--- src/rtl/core/alist_pkg.sv ---
// Shared codes, field widths and controller/datapath interface types for the array list.
`timescale 1ns / 1ps

package alist_pkg;

    // Transfer field widths
    localparam int OP_W    = 2;
    localparam int POS_W   = 6;
    localparam int VAL_W   = 32;
    localparam int STAT_W  = 3;
    localparam int FPOS_W  = 6;
    localparam int CNT_W   = 7;
    localparam int IN_W    = OP_W + POS_W + VAL_W;
    localparam int OUT_W   = STAT_W + VAL_W + FPOS_W + CNT_W;

    // Operation codes
    localparam logic [OP_W-1:0] OP_INSERT = 2'd0;
    localparam logic [OP_W-1:0] OP_DELETE = 2'd1;
    localparam logic [OP_W-1:0] OP_LOCATE = 2'd2;
    localparam logic [OP_W-1:0] OP_NONE   = 2'd3;

    // Status codes
    localparam logic [STAT_W-1:0] ST_OK       = 3'd0;
    localparam logic [STAT_W-1:0] ST_FULL     = 3'd1;
    localparam logic [STAT_W-1:0] ST_EMPTY    = 3'd2;
    localparam logic [STAT_W-1:0] ST_BADPOS   = 3'd3;
    localparam logic [STAT_W-1:0] ST_NOTFOUND = 3'd4;

    // Commands from the controller to the datapath
    typedef struct packed {
        logic              cap;         // latch the input transfer
        logic              ins_init;    // pointer to the end of the list
        logic              del_init;    // read the victim, pointer past it
        logic              loc_init;    // pointer to the head of the list
        logic              mv_up;       // move entry ptr-1 to ptr
        logic              mv_dn;       // move entry ptr to ptr-1
        logic              lk;          // read entry ptr for comparison
        logic              take;        // keep the value read as removed value
        logic              put;         // write the new value, count up
        logic              dec;         // count down
        logic              res_we;      // record the result
        logic [STAT_W-1:0] res_status;
        logic              res_found;
        logic              res_removed;
        logic              out_load;    // move result to the output register
    } t_dp_cmd;

    // Status from the datapath to the controller
    typedef struct packed {
        logic [OP_W-1:0] op;
        logic            full;
        logic            empty;
        logic            ins_bad;
        logic            del_bad;
        logic            ins_more;
        logic            scan_more;
        logic            hit;
    } t_dp_stat;

endpackage

--- src/rtl/core/alist_dp.sv ---
// Datapath of the array list: entry memory, count, pointer, compare and result registers.
`timescale 1ns / 1ps

module alist_dp import alist_pkg::*; #(
    parameter int MAX_ENTRIES = 64
) (
    input  logic             i_clk,
    input  logic             i_rst_n,
    input  t_dp_cmd          i_cmd,
    output t_dp_stat         o_stat,
    input  logic [IN_W-1:0]  i_in_data,
    output logic [OUT_W-1:0] o_out_data
);

    localparam int CW = $clog2(MAX_ENTRIES + 1);
    localparam int AW = $clog2(MAX_ENTRIES);
    localparam int XW = CW + POS_W;

    // Latched request
    logic [OP_W-1:0]   r_op;
    logic [POS_W-1:0]  r_pos;
    logic [VAL_W-1:0]  r_val;

    logic [CW-1:0]     r_count;
    logic [CW-1:0]     r_ptr;
    logic [VAL_W-1:0]  mem [MAX_ENTRIES];
    logic [VAL_W-1:0]  r_rdata;
    logic [AW-1:0]     r_wa;
    logic              r_pend;
    logic [AW-1:0]     r_ca;
    logic              r_cmpv;
    logic [VAL_W-1:0]  r_taken;
    logic [STAT_W-1:0] r_status;
    logic [FPOS_W-1:0] r_found;
    logic [VAL_W-1:0]  r_removed;
    logic [OUT_W-1:0]  r_out;

    logic [XW-1:0]        w_pos_x;
    logic [XW-1:0]        w_cnt_x;
    logic [XW-1:0]        w_ptr_x;
    logic [XW-1:0]        w_pos_p1;
    logic [AW+POS_W-1:0]  w_pos_wide;
    logic [AW-1:0]        w_pos_addr;
    logic [CW-1:0]        w_ptr_m1;
    logic [CW-1:0]        w_ptr_p1;
    logic [AW+FPOS_W-1:0] w_ca_wide;
    logic [CW+CNT_W-1:0]  w_cnt_wide;
    logic [AW-1:0]        w_ra;
    logic                 w_we;
    logic [AW-1:0]        w_wa;
    logic [VAL_W-1:0]     w_wd;

    // Widen operands so compares work for any list depth
    assign w_pos_x    = {{CW{1'b0}}, r_pos};
    assign w_cnt_x    = {{POS_W{1'b0}}, r_count};
    assign w_ptr_x    = {{POS_W{1'b0}}, r_ptr};
    assign w_pos_p1   = w_pos_x + XW'(1);
    assign w_pos_wide = {{AW{1'b0}}, r_pos};
    assign w_pos_addr = w_pos_wide[AW-1:0];
    assign w_ptr_m1   = r_ptr - CW'(1);
    assign w_ptr_p1   = r_ptr + CW'(1);
    assign w_ca_wide  = {{FPOS_W{1'b0}}, r_ca};
    assign w_cnt_wide = {{CNT_W{1'b0}}, r_count};

    // Status towards the controller
    assign o_stat.op        = r_op;
    assign o_stat.full      = (r_count == CW'(MAX_ENTRIES));
    assign o_stat.empty     = (r_count == '0);
    assign o_stat.ins_bad   = (w_pos_x > w_cnt_x);
    assign o_stat.del_bad   = (w_pos_x >= w_cnt_x);
    assign o_stat.ins_more  = (w_ptr_x > w_pos_x);
    assign o_stat.scan_more = (r_ptr < r_count);
    assign o_stat.hit       = r_cmpv && (r_rdata == r_val);

    // Select the read address
    always_comb begin
        priority if (i_cmd.del_init) begin
            w_ra = w_pos_addr;
        end else if (i_cmd.mv_up) begin
            w_ra = w_ptr_m1[AW-1:0];
        end else begin
            w_ra = r_ptr[AW-1:0];
        end
    end

    // Pending move write has the port; otherwise the new value goes in
    assign w_we = r_pend || i_cmd.put;
    assign w_wa = r_pend ? r_wa : w_pos_addr;
    assign w_wd = r_pend ? r_rdata : r_val;

    // Entry memory, one write and one registered read a cycle
    always_ff @(posedge i_clk) begin
        if (w_we) begin
            mem[w_wa] <= w_wd;
        end
        r_rdata <= mem[w_ra];
    end

    // Latch the request and walk the pointer
    always_ff @(posedge i_clk) begin
        if (i_cmd.cap) begin
            r_op  <= i_in_data[OP_W-1:0];
            r_pos <= i_in_data[OP_W+POS_W-1:OP_W];
            r_val <= i_in_data[IN_W-1:OP_W+POS_W];
        end
        priority if (i_cmd.ins_init) begin
            r_ptr <= r_count;
        end else if (i_cmd.del_init) begin
            r_ptr <= w_pos_p1[CW-1:0];
        end else if (i_cmd.loc_init) begin
            r_ptr <= '0;
        end else if (i_cmd.mv_up) begin
            r_ptr <= w_ptr_m1;
        end else if (i_cmd.mv_dn || i_cmd.lk) begin
            r_ptr <= w_ptr_p1;
        end
        // Remember where the data in flight belongs
        if (i_cmd.mv_up) begin
            r_wa <= r_ptr[AW-1:0];
        end else if (i_cmd.mv_dn) begin
            r_wa <= w_ptr_m1[AW-1:0];
        end
        if (i_cmd.lk) begin
            r_ca <= r_ptr[AW-1:0];
        end
        if (i_cmd.take) begin
            r_taken <= r_rdata;
        end
    end

    // Control flags and count
    always_ff @(posedge i_clk) begin
        if (!i_rst_n) begin
            r_count <= '0;
            r_pend  <= 1'b0;
            r_cmpv  <= 1'b0;
        end else begin
            r_pend <= i_cmd.mv_up || i_cmd.mv_dn;
            r_cmpv <= i_cmd.lk;
            if (i_cmd.put) begin
                r_count <= r_count + CW'(1);
            end else if (i_cmd.dec) begin
                r_count <= r_count - CW'(1);
            end
        end
    end

    // Record the result, then hand it to the output register
    always_ff @(posedge i_clk) begin
        if (i_cmd.res_we) begin
            r_status  <= i_cmd.res_status;
            r_found   <= i_cmd.res_found ? w_ca_wide[FPOS_W-1:0] : '0;
            r_removed <= i_cmd.res_removed ? r_taken : '0;
        end
        if (i_cmd.out_load) begin
            r_out <= {w_cnt_wide[CNT_W-1:0], r_found, r_removed, r_status};
        end
    end

    assign o_out_data = r_out;

endmodule

--- src/rtl/core/alist_ctrl.sv ---
// Controller of the array list: sequences dispatch, shifts, scan and result hand-off.
`timescale 1ns / 1ps

module alist_ctrl import alist_pkg::*; (
    input  logic     i_clk,
    input  logic     i_rst_n,
    input  logic     i_s_tvalid,
    output logic     o_s_tready,
    output logic     o_m_tvalid,
    input  logic     i_m_tready,
    output t_dp_cmd  o_cmd,
    input  t_dp_stat i_stat
);

    localparam logic [2:0] S_IDLE      = 3'd0;
    localparam logic [2:0] S_DISP      = 3'd1;
    localparam logic [2:0] S_INS_SHIFT = 3'd2;
    localparam logic [2:0] S_INS_PUT   = 3'd3;
    localparam logic [2:0] S_DEL_TAKE  = 3'd4;
    localparam logic [2:0] S_DEL_SHIFT = 3'd5;
    localparam logic [2:0] S_LOC_SCAN  = 3'd6;
    localparam logic [2:0] S_FIN       = 3'd7;

    logic [2:0] r_state;
    logic [2:0] n_state;
    logic       r_out_valid;
    logic       n_out_valid;
    logic       w_out_free;

    // Take no transfer while reset is held
    assign o_s_tready = (r_state == S_IDLE) && i_rst_n;
    assign o_m_tvalid = r_out_valid;
    assign w_out_free = !r_out_valid || i_m_tready;

    // Next state and datapath commands
    always_comb begin
        n_state = r_state;
        o_cmd   = '0;
        unique case (r_state)
            S_IDLE: begin
                if (i_s_tvalid) begin
                    o_cmd.cap = 1'b1;
                    n_state   = S_DISP;
                end
            end
            S_DISP: begin
                n_state        = S_FIN;
                o_cmd.res_we   = 1'b1;
                o_cmd.res_status = ST_OK;
                unique case (i_stat.op)
                    OP_INSERT: begin
                        if (i_stat.full) begin
                            o_cmd.res_status = ST_FULL;
                        end else if (i_stat.ins_bad) begin
                            o_cmd.res_status = ST_BADPOS;
                        end else begin
                            o_cmd.res_we   = 1'b0;
                            o_cmd.ins_init = 1'b1;
                            n_state        = S_INS_SHIFT;
                        end
                    end
                    OP_DELETE: begin
                        if (i_stat.empty) begin
                            o_cmd.res_status = ST_EMPTY;
                        end else if (i_stat.del_bad) begin
                            o_cmd.res_status = ST_BADPOS;
                        end else begin
                            o_cmd.res_we   = 1'b0;
                            o_cmd.del_init = 1'b1;
                            n_state        = S_DEL_TAKE;
                        end
                    end
                    OP_LOCATE: begin
                        o_cmd.res_we   = 1'b0;
                        o_cmd.loc_init = 1'b1;
                        n_state        = S_LOC_SCAN;
                    end
                    OP_NONE: begin
                        o_cmd.res_status = ST_OK;
                    end
                endcase
            end
            S_INS_SHIFT: begin
                // Move entries up one at a time, last one first
                if (i_stat.ins_more) begin
                    o_cmd.mv_up = 1'b1;
                end else begin
                    n_state = S_INS_PUT;
                end
            end
            S_INS_PUT: begin
                o_cmd.put        = 1'b1;
                o_cmd.res_we     = 1'b1;
                o_cmd.res_status = ST_OK;
                n_state          = S_FIN;
            end
            S_DEL_TAKE: begin
                o_cmd.take = 1'b1;
                n_state    = S_DEL_SHIFT;
            end
            S_DEL_SHIFT: begin
                // Close the gap, nearest entry first
                if (i_stat.scan_more) begin
                    o_cmd.mv_dn = 1'b1;
                end else begin
                    o_cmd.dec         = 1'b1;
                    o_cmd.res_we      = 1'b1;
                    o_cmd.res_status  = ST_OK;
                    o_cmd.res_removed = 1'b1;
                    n_state           = S_FIN;
                end
            end
            S_LOC_SCAN: begin
                // Compare the previous read while issuing the next
                if (i_stat.hit) begin
                    o_cmd.res_we     = 1'b1;
                    o_cmd.res_status = ST_OK;
                    o_cmd.res_found  = 1'b1;
                    n_state          = S_FIN;
                end else if (i_stat.scan_more) begin
                    o_cmd.lk = 1'b1;
                end else begin
                    o_cmd.res_we     = 1'b1;
                    o_cmd.res_status = ST_NOTFOUND;
                    n_state          = S_FIN;
                end
            end
            S_FIN: begin
                // Hold until the output register is free
                if (w_out_free) begin
                    o_cmd.out_load = 1'b1;
                    n_state        = S_IDLE;
                end
            end
        endcase
    end

    // Output valid: set on load, drop on transfer
    always_comb begin
        n_out_valid = r_out_valid;
        if (o_cmd.out_load) begin
            n_out_valid = 1'b1;
        end else if (i_m_tready) begin
            n_out_valid = 1'b0;
        end
    end

    always_ff @(posedge i_clk) begin
        if (!i_rst_n) begin
            r_state     <= S_IDLE;
            r_out_valid <= 1'b0;
        end else begin
            r_state     <= n_state;
            r_out_valid <= n_out_valid;
        end
    end

endmodule

--- src/rtl/core/array_list_insert_delete_locate_top.sv ---
// Top level of the array list: ordered list with insert, delete and locate.
//
//  Channel  Direction  Ports                            Payload
//  s        in         i_s_tvalid o_s_tready i_s_tdata  operation, position, item_value
//  m        out        o_m_tvalid i_m_tready o_m_tdata  status, removed_value,
//                                                       found_position, entry_count
//
// One request at a time. Insert and delete take longer the more entries
// lie above the position, locate the more entries it scans, and a stall
// of the output adds to the time; the entry memory, with one write and one
// read port, moves or reads one entry a cycle. Reset (synchronous, active
// low) empties the list; entries need no clearing since only held ones
// are read.
// The result waits in an output register; a new request is taken once it
// has been loaded.
`timescale 1ns / 1ps

module array_list_insert_delete_locate_top import alist_pkg::*; #(
    parameter int MAX_ENTRIES = 64
) (
    input  logic             i_clk,
    input  logic             i_rst_n,
    input  logic             i_s_tvalid,
    output logic             o_s_tready,
    // [1:0] operation, [7:2] position, [39:8] item_value
    input  logic [IN_W-1:0]  i_s_tdata,
    output logic             o_m_tvalid,
    input  logic             i_m_tready,
    // [2:0] status, [34:3] removed_value, [40:35] found_position, [47:41] entry_count
    output logic [OUT_W-1:0] o_m_tdata
);

    t_dp_cmd  w_cmd;
    t_dp_stat w_stat;

    // Sequencer
    alist_ctrl u_ctrl (
        .i_clk      (i_clk),
        .i_rst_n    (i_rst_n),
        .i_s_tvalid (i_s_tvalid),
        .o_s_tready (o_s_tready),
        .o_m_tvalid (o_m_tvalid),
        .i_m_tready (i_m_tready),
        .o_cmd      (w_cmd),
        .i_stat     (w_stat)
    );

    // Storage and arithmetic
    alist_dp #(
        .MAX_ENTRIES (MAX_ENTRIES)
    ) u_dp (
        .i_clk      (i_clk),
        .i_rst_n    (i_rst_n),
        .i_cmd      (w_cmd),
        .o_stat     (w_stat),
        .i_in_data  (i_s_tdata),
        .o_out_data (o_m_tdata)
    );

endmodule
--- config.mk ---
export PLATFORM = sky130hd
export DESIGN_NAME = array_list_insert_delete_locate_top
export DESIGN_NICKNAME = d
export VERILOG_FILES = /design/src/rtl/core/alist_pkg.sv /design/src/rtl/core/alist_dp.sv /design/src/rtl/core/alist_ctrl.sv /design/src/rtl/core/array_list_insert_delete_locate_top.sv
export SDC_FILE = /design/constraint.sdc
export NUM_CORES = 2
export LEC_CHECK = 0
export ABC_CLOCK_PERIOD_IN_PS = 5750
export BUFFER_PORTS_ARGS = -buffer_cell sky130_fd_sc_hd__buf_2
export CORE_MARGIN = 4
export CORE_UTILIZATION = 30
export DETAILED_ROUTE_END_ITERATION = 10
export REMOVE_ABC_BUFFERS = 1
export SLEW_MARGIN = 40
export SYNTH_ARGS = -nofsm -noshare
export SYNTH_HDL_FRONTEND = slang
export SYNTH_SLANG_ARGS = --single-unit
--- constraint.sdc ---
create_clock -name i_clk -period 5.75 [get_ports i_clk]
set_input_delay 0.575 -clock i_clk [delete_from_list [all_inputs] [get_ports i_clk]]
set_output_delay 0.575 -clock i_clk [all_outputs]
set_load 0.05 [all_outputs]
# --- After elaboration in Yosys (flattened, before gate mapping) ---
# Memories as Yosys holds them, arrays and structs flattened. A register that Yosys moved wholly into a read port is not among the register bits.
# Index checks and enable logic that the tools add are counted.
totals:
  romBits: 0
  mem_count: 1
  latch_bits: 0
  reg_bits: 193
  word_cells: 122
  ram_bits: 2048
classes:
  order_cmp: 4
  n_div: 0
  n_eq_ne: 14
  n_reduce_logical: 15
  addsub: 5
  mul: 0
  bitwise: 0
  mux: 67
  shift: 0
mem_list:
  columns: ["memory", "words", "width", "read_ports", "rd_ports_with_merged_regs", "wr", "line", "rtl"]
  rows:
  - ["u_dp.mem", 64, 32, 1, 1, 1, "alist_dp.sv:26", "logic [VAL_W-1:0] mem [MAX_ENTRIES];"]
ops:
  columns: ["op", "n"]
  rows:
  - ["two-way mux 7 bit", 7]
  - ["two-way mux 3 bit", 11]
  - ["equality test 32 bit", 1]
  - ["two-way mux 1 bit", 32]
  - ["two-way mux 32 bit", 1]
  - ["two-way mux 6 bit", 5]
  - ["one-hot mux 3 bit (8 select lines)", 1]
  - ["one-hot mux 4 bit (4 select lines)", 1]
  - ["adder 7 x 1 -> 7 bit, second input constant", 2]
  - ["subtractor 7 x 1 -> 7 bit, second input constant", 2]
  - ["equality test 3 bit, second input constant", 4]
  - ["one-hot mux 3 bit (3 select lines)", 1]
  - ["two-way mux 4 bit", 2]
  - ["adder 6 x 1 -> 7 bit, second input constant", 1]
  - ["equality test 7 bit, second input constant", 1]
  - [">= comparator 6 x 7 -> 1 bit", 1]
  - ["> comparator 6 x 7 -> 1 bit", 1]
  - ["> comparator 7 x 6 -> 1 bit", 1]
  - ["zero test 7 bit", 1]
  - ["less-than comparator 7 bit", 1]
  - ["equality test 3 x 2 -> 1 bit, second input constant", 2]
  - ["two-way mux 2 bit", 3]
  - ["one-hot mux 3 bit (2 select lines)", 1]
  - ["nonzero test 2 bit", 3]
  - ["other kinds (14)", 19]

# --- Depth between registers and ports, before layout ---
depth:
  depth_word: 10
  ltp_mapped: 19
  mapped_depth_nobuf: 13

# --- Modules after synthesis ---
# Synthesis repeated with hierarchy kept, for this count alone.
hier_totals:
  cells_unflattened: 4051
  area_unflattened_um2: 87704.1
by_module_without_submodules:
  columns: ["mod", "instances", "area_per_inst_um2", "seq_area_each_um2", "cells_per_inst"]
  rows:
  - ["alist_dp", 1, 87177.4, 67725.0, 3976]
  - ["alist_ctrl", 1, 526.8, 80.1, 75]

# --- Least setup slack after synthesis ---
# Ideal clock, no wire load.
synth_path:
  path_kind: "register -> register"
  start: "register u_dp.r_pos[2]"
  end: "register u_dp.r_rdata[11], read port of u_dp.mem"
  path_slack_ps: 1834
  t_required_ps: 5634
  setup_ps: 116
  arrival_time_ps: 3801
  stages_incl_launch_ff: 18
  path_cell_list: "edfxtp_1 > clkbuf_1 > inv_1 > ha_1 > a21oi_1 > a21oi_1 > o21ai_1 > clkbuf_1 > ha_1 > o21ai_2 > and2_1 > buf_6 > buf_6 > buf_2 > mux4_2 > a32oi_1 > nand3_1 > and3_1"
synth_between:
  elab_chain_cells: 6
  word_cells_on_any_way: 10
  classes_between: "order compare (2); mux (8)"
synth_rtl:
  columns: ["item", "line", "rtl"]
  rows:
  - ["start: declaration", "alist_dp.sv:21", "logic [POS_W-1:0] r_pos;"]
  - ["start signal: assignment", "alist_dp.sv:103", "r_pos <= i_in_data[OP_W+POS_W-1:OP_W];"]
  - [">= comparator 6 x 7 -> 1 bit", "alist_dp.sv:70", "assign o_stat.del_bad = (w_pos_x >= w_cnt_x);"]
  - ["two-way mux 1 bit", "alist_ctrl.sv:65", "end else if (i_stat.del_bad) begin"]
  - ["two-way mux 1 bit", "alist_ctrl.sv:63", "if (i_stat.empty) begin"]
  - ["two-way mux 1 bit", "alist_ctrl.sv:50", "unique case (i_stat.op)"]
  - ["two-way mux 3 bit", "alist_ctrl.sv:39", "unique case (r_state)"]
  - ["two-way mux 6 bit *", "alist_dp.sv:77", "priority if (i_cmd.del_init) begin"]
  - ["end: declaration", "alist_dp.sv:27", "logic [VAL_W-1:0] r_rdata;"]
# Every way passes the cells marked *; elsewhere a longest branch is shown, timed or not.
# A chain may end at the register's enable or synchronous reset.

# --- Worst setup path in the final report ---
layout_path:
  start: "register u_dp.r_pos[3]"
  end: "register u_dp.r_rdata[8], read port of u_dp.mem"
# Same word-level chain as after synthesis.

==> reports/results.tsv <==
metric	value	unit
status	finished clean	
CP startpoint kind	flop	
Endpoint, Worst Hold	u_ctrl.r_state[0]	
total power	55.2	mW
synth-to-layout area growth	16.4	%
Worst Clk Skew	0.0340	ns
I/O pin count	94	
DR iter-0 viols	6279	
initial antenna violation count	18	
post-synthesis cell area	90000	um2
Reg2Reg Setup Slack	0.60	ns
Longest Clk Path Bufs	3	
Area after DPL	97200	um2
Synth top area share	0.743	
DR WL/cell	25.2	um
CTS tree	yes	
synthesized area per cell	16.8	um2
Critical Path RT	6.50	ns
final wirelength	248	mm
Final setup viols	0	
peak supply drop	0.000421	V
Reg-to-Reg Start	u_dp.r_pos[3]	
design area	105000	um2
layout cells sized above 1	0.157	
register area share after synthesis	0.753	
Crit path arrival time	5.90	ns
worst-skew pair later-pin latency	0.86	ns
Leakage	35.7	nW
smallest setup slack after layout	0.596	ns
hold_sp	i_s_tvalid	
Hold Fails Final Rpt	0	
Tightest Pin Transition	0.886	ns
Total GRT Usage	0.155	
Synth top cells by count	edfxtp_1, mux2i_1, nand2_1	
synth unique cells	77	
detailed-route DRC error count	0	
fin crit period	5.15	ns
Core ar.	298000	um2
final worst-path cycle share	0.896	
Die Height	556	um
Cell Rows	200	
Async SR Flop Fraction	0	
max frequency	194	MHz
Crit Path Max Fanout	33	
Resized cells post-CTS	0	
fin. max-slew vios	0	
Post-Synthesis Cells	5372	
Main synth FF type	edfxtp_1	
GRT overflow	0	
yosys warns	0	
htree depth	4	
number of synthesized register bits	2273	
count leader, synth	edfxtp_1	
worst r2r path cells	15	
final-stage net count	5765	
vias in the first global route	48500	
cell taking the most area after synthesis	edfxtp_1	
detailed placement HPWL	143	mm
starting density of the core	0.302	
Num CTS Buffers	224	
first-pass GRT wire length	352	mm
hold crit path type	in -> reg	
largest net degree at the start of global routing	104	
IO Port Bufs	93	
pre-CTS setup slack	0.492	ns
DR pass1 iterations	5	
antenna-violating nets left	0	
Power Dens Cells	526	nW/um2
Worst-path clk slew	0.06	ns
clk sinks	2273	
Via Count	50000	
CP Capture Type	flop	
die width	556	um
Via density	5.09	
Synth area leaders	edfxtp_1, mux2i_1, nand2_1	
Root Driver	clkbuf_16	
Die Area	309000	um2
hold path depth	5	
FF-to-FF End	u_dp.r_rdata[8]	
critical path class	reg -> reg	
number of synthesized flops with an enable pin	2228	
RSZ-0062 raised after global routing	no	
Slew HR	0.408	
Max-Cap Viols	0	
gpl congestion	0.857	
==> kinds of logic (layout without fill, tap and decap cells) <==
family | after synthesis | count (layout) | synth area share
simple gates | 1188 | 1188 | 0.0614
mux | 959 | 959 | 0.117
buf+inv | 369 | 874 | 0.0199
xor+xnor | 55 | 55 | 0.00535
other cells | 0 | 7 | 0
flops | 2273 | 2273 | 0.753
fa+ha+maj | 33 | 33 | 0.00467
compound gates | 495 | 495 | 0.0380
==> area by class of cell <==
cell class | instances | area [um2]
well taps | 3939 | 4930
repair buffers | 390 | 3480
diodes | 7 | 17.5
clock inverters | 141 | 1220
multi-input cells | 2730 | 21200
inverters | 69 | 259
fillers | 27800 | 193000
clock buffers | 274 | 5880
flip-flops and latches | 2273 | 67800
==> report_power, final <==
group	total, mW	internal, mW	switching (mW)
combinational	19.9	7.11	12.8
sequential	21.0	20.4	0.603
clock	14.2	8.05	6.17
total	55.2	35.6	19.6
==> how the worst max path moves through the flow <==
stage | startpoint | to | slack (ns) | cells after the start
finish | u_dp.r_pos[3] | u_dp.r_rdata[8] | 0.60 | 15
global placement | u_dp.r_pos[3] | u_dp.r_rdata[12] | 0.04 | 17
CTS | u_dp.r_pos[0] | u_dp.r_rdata[18] | 0.47 | 14
global route | u_dp.r_pos[3] | u_dp.r_rdata[8] | 0.39 | 15
detailed placement | u_dp.r_pos[0] | u_dp.r_rdata[18] | 0.49 | 14
floorplan | u_dp.r_pos[0] | u_dp.r_rdata[10] | -29.10 | 11
==> through the flow <==
step / TNS [ns] / std cells / hold slack (ns) / utilization
6_report: 0 / 9823 / 0.126 / 0.352
5_1_grt: 0 / 9821 / 0.0978 / 0.352
4_1_cts: 0 / 9815 / 0.0463 / 0.352
3_5_place_dp: 0 / 9359 / 0.405 / 0.326
3_3_place_gp: 0 / 9348 / 0.401 / 0.325
2_1_floorplan: -884.96 / 5072 / 0.400 / -
==> critical path, stage by stage, from the launching register on <==
cell and delay [ns]:
edfxtp_1 0.51, inv_1 0.18, ha_1 0.31, nand4b_1 0.12
a21oi_1 0.29, o21ai_1 0.12, buf_4 0.20, inv_1 0.20
mux2i_1 0.52, a21o_4 0.67, buf_12 0.30, buf_4 0.31
mux4_2 0.33, a32oi_1 0.20, nand3_1 0.41, and3_1 0.30
==> timing repair <==
| action | CTS | global route |
|---|---|---|
| endpoints found under the hold margin | 41 | 0 |
| hold buffers | 41 | 0 |
| buffers inserted | 0 | 0 |
==> routing by layer <==
layer | part of all wire | up-vias | GRT usage
met3 | 0.084 | 375 | 0.0270
met5 | 0.00011 | - | 0
met1 | 0.41 | 25800 | 0.210
li1 | - | 21600 | -
met2 | 0.48 | 2231 | 0.255
met4 | 0.029 | 4 | 0.0488
==> state kept, by name, summed over array words and instances, names as in the netlist <==
register,count
u_dp.o_out_data,48
u_dp.r_removed,32
u_dp.mem,2048
u_dp.r_val,32
u_ctrl.r_state,3
u_dp.r_pend,1
u_dp.r_ptr,7
u_dp.r_status,3
u_dp.r_op,2
u_dp.r_count,7
u_dp.r_wa,6
u_ctrl.o_m_tvalid,1
u_dp.r_found,6
u_dp.r_pos,6
u_dp.r_rdata,32
u_dp.r_cmpv,1
u_dp.r_taken,32
u_dp.r_ca,6
==> cells in the final DEF (no fill, tap or decap), types with 71 or more instances in the layout <==
cell type,synthesis,final
mux2i_1,825,825
edfxtp_1,2228,2228
mux4_2,71,71
a21oi_1,113,112
buf_2,87,95
o22ai_1,110,110
clkbuf_16,0,226
and3_1,91,91
buf_4,54,203
nand3_1,283,281
nand2_1,533,527
(Power assumes the default switching activity.)
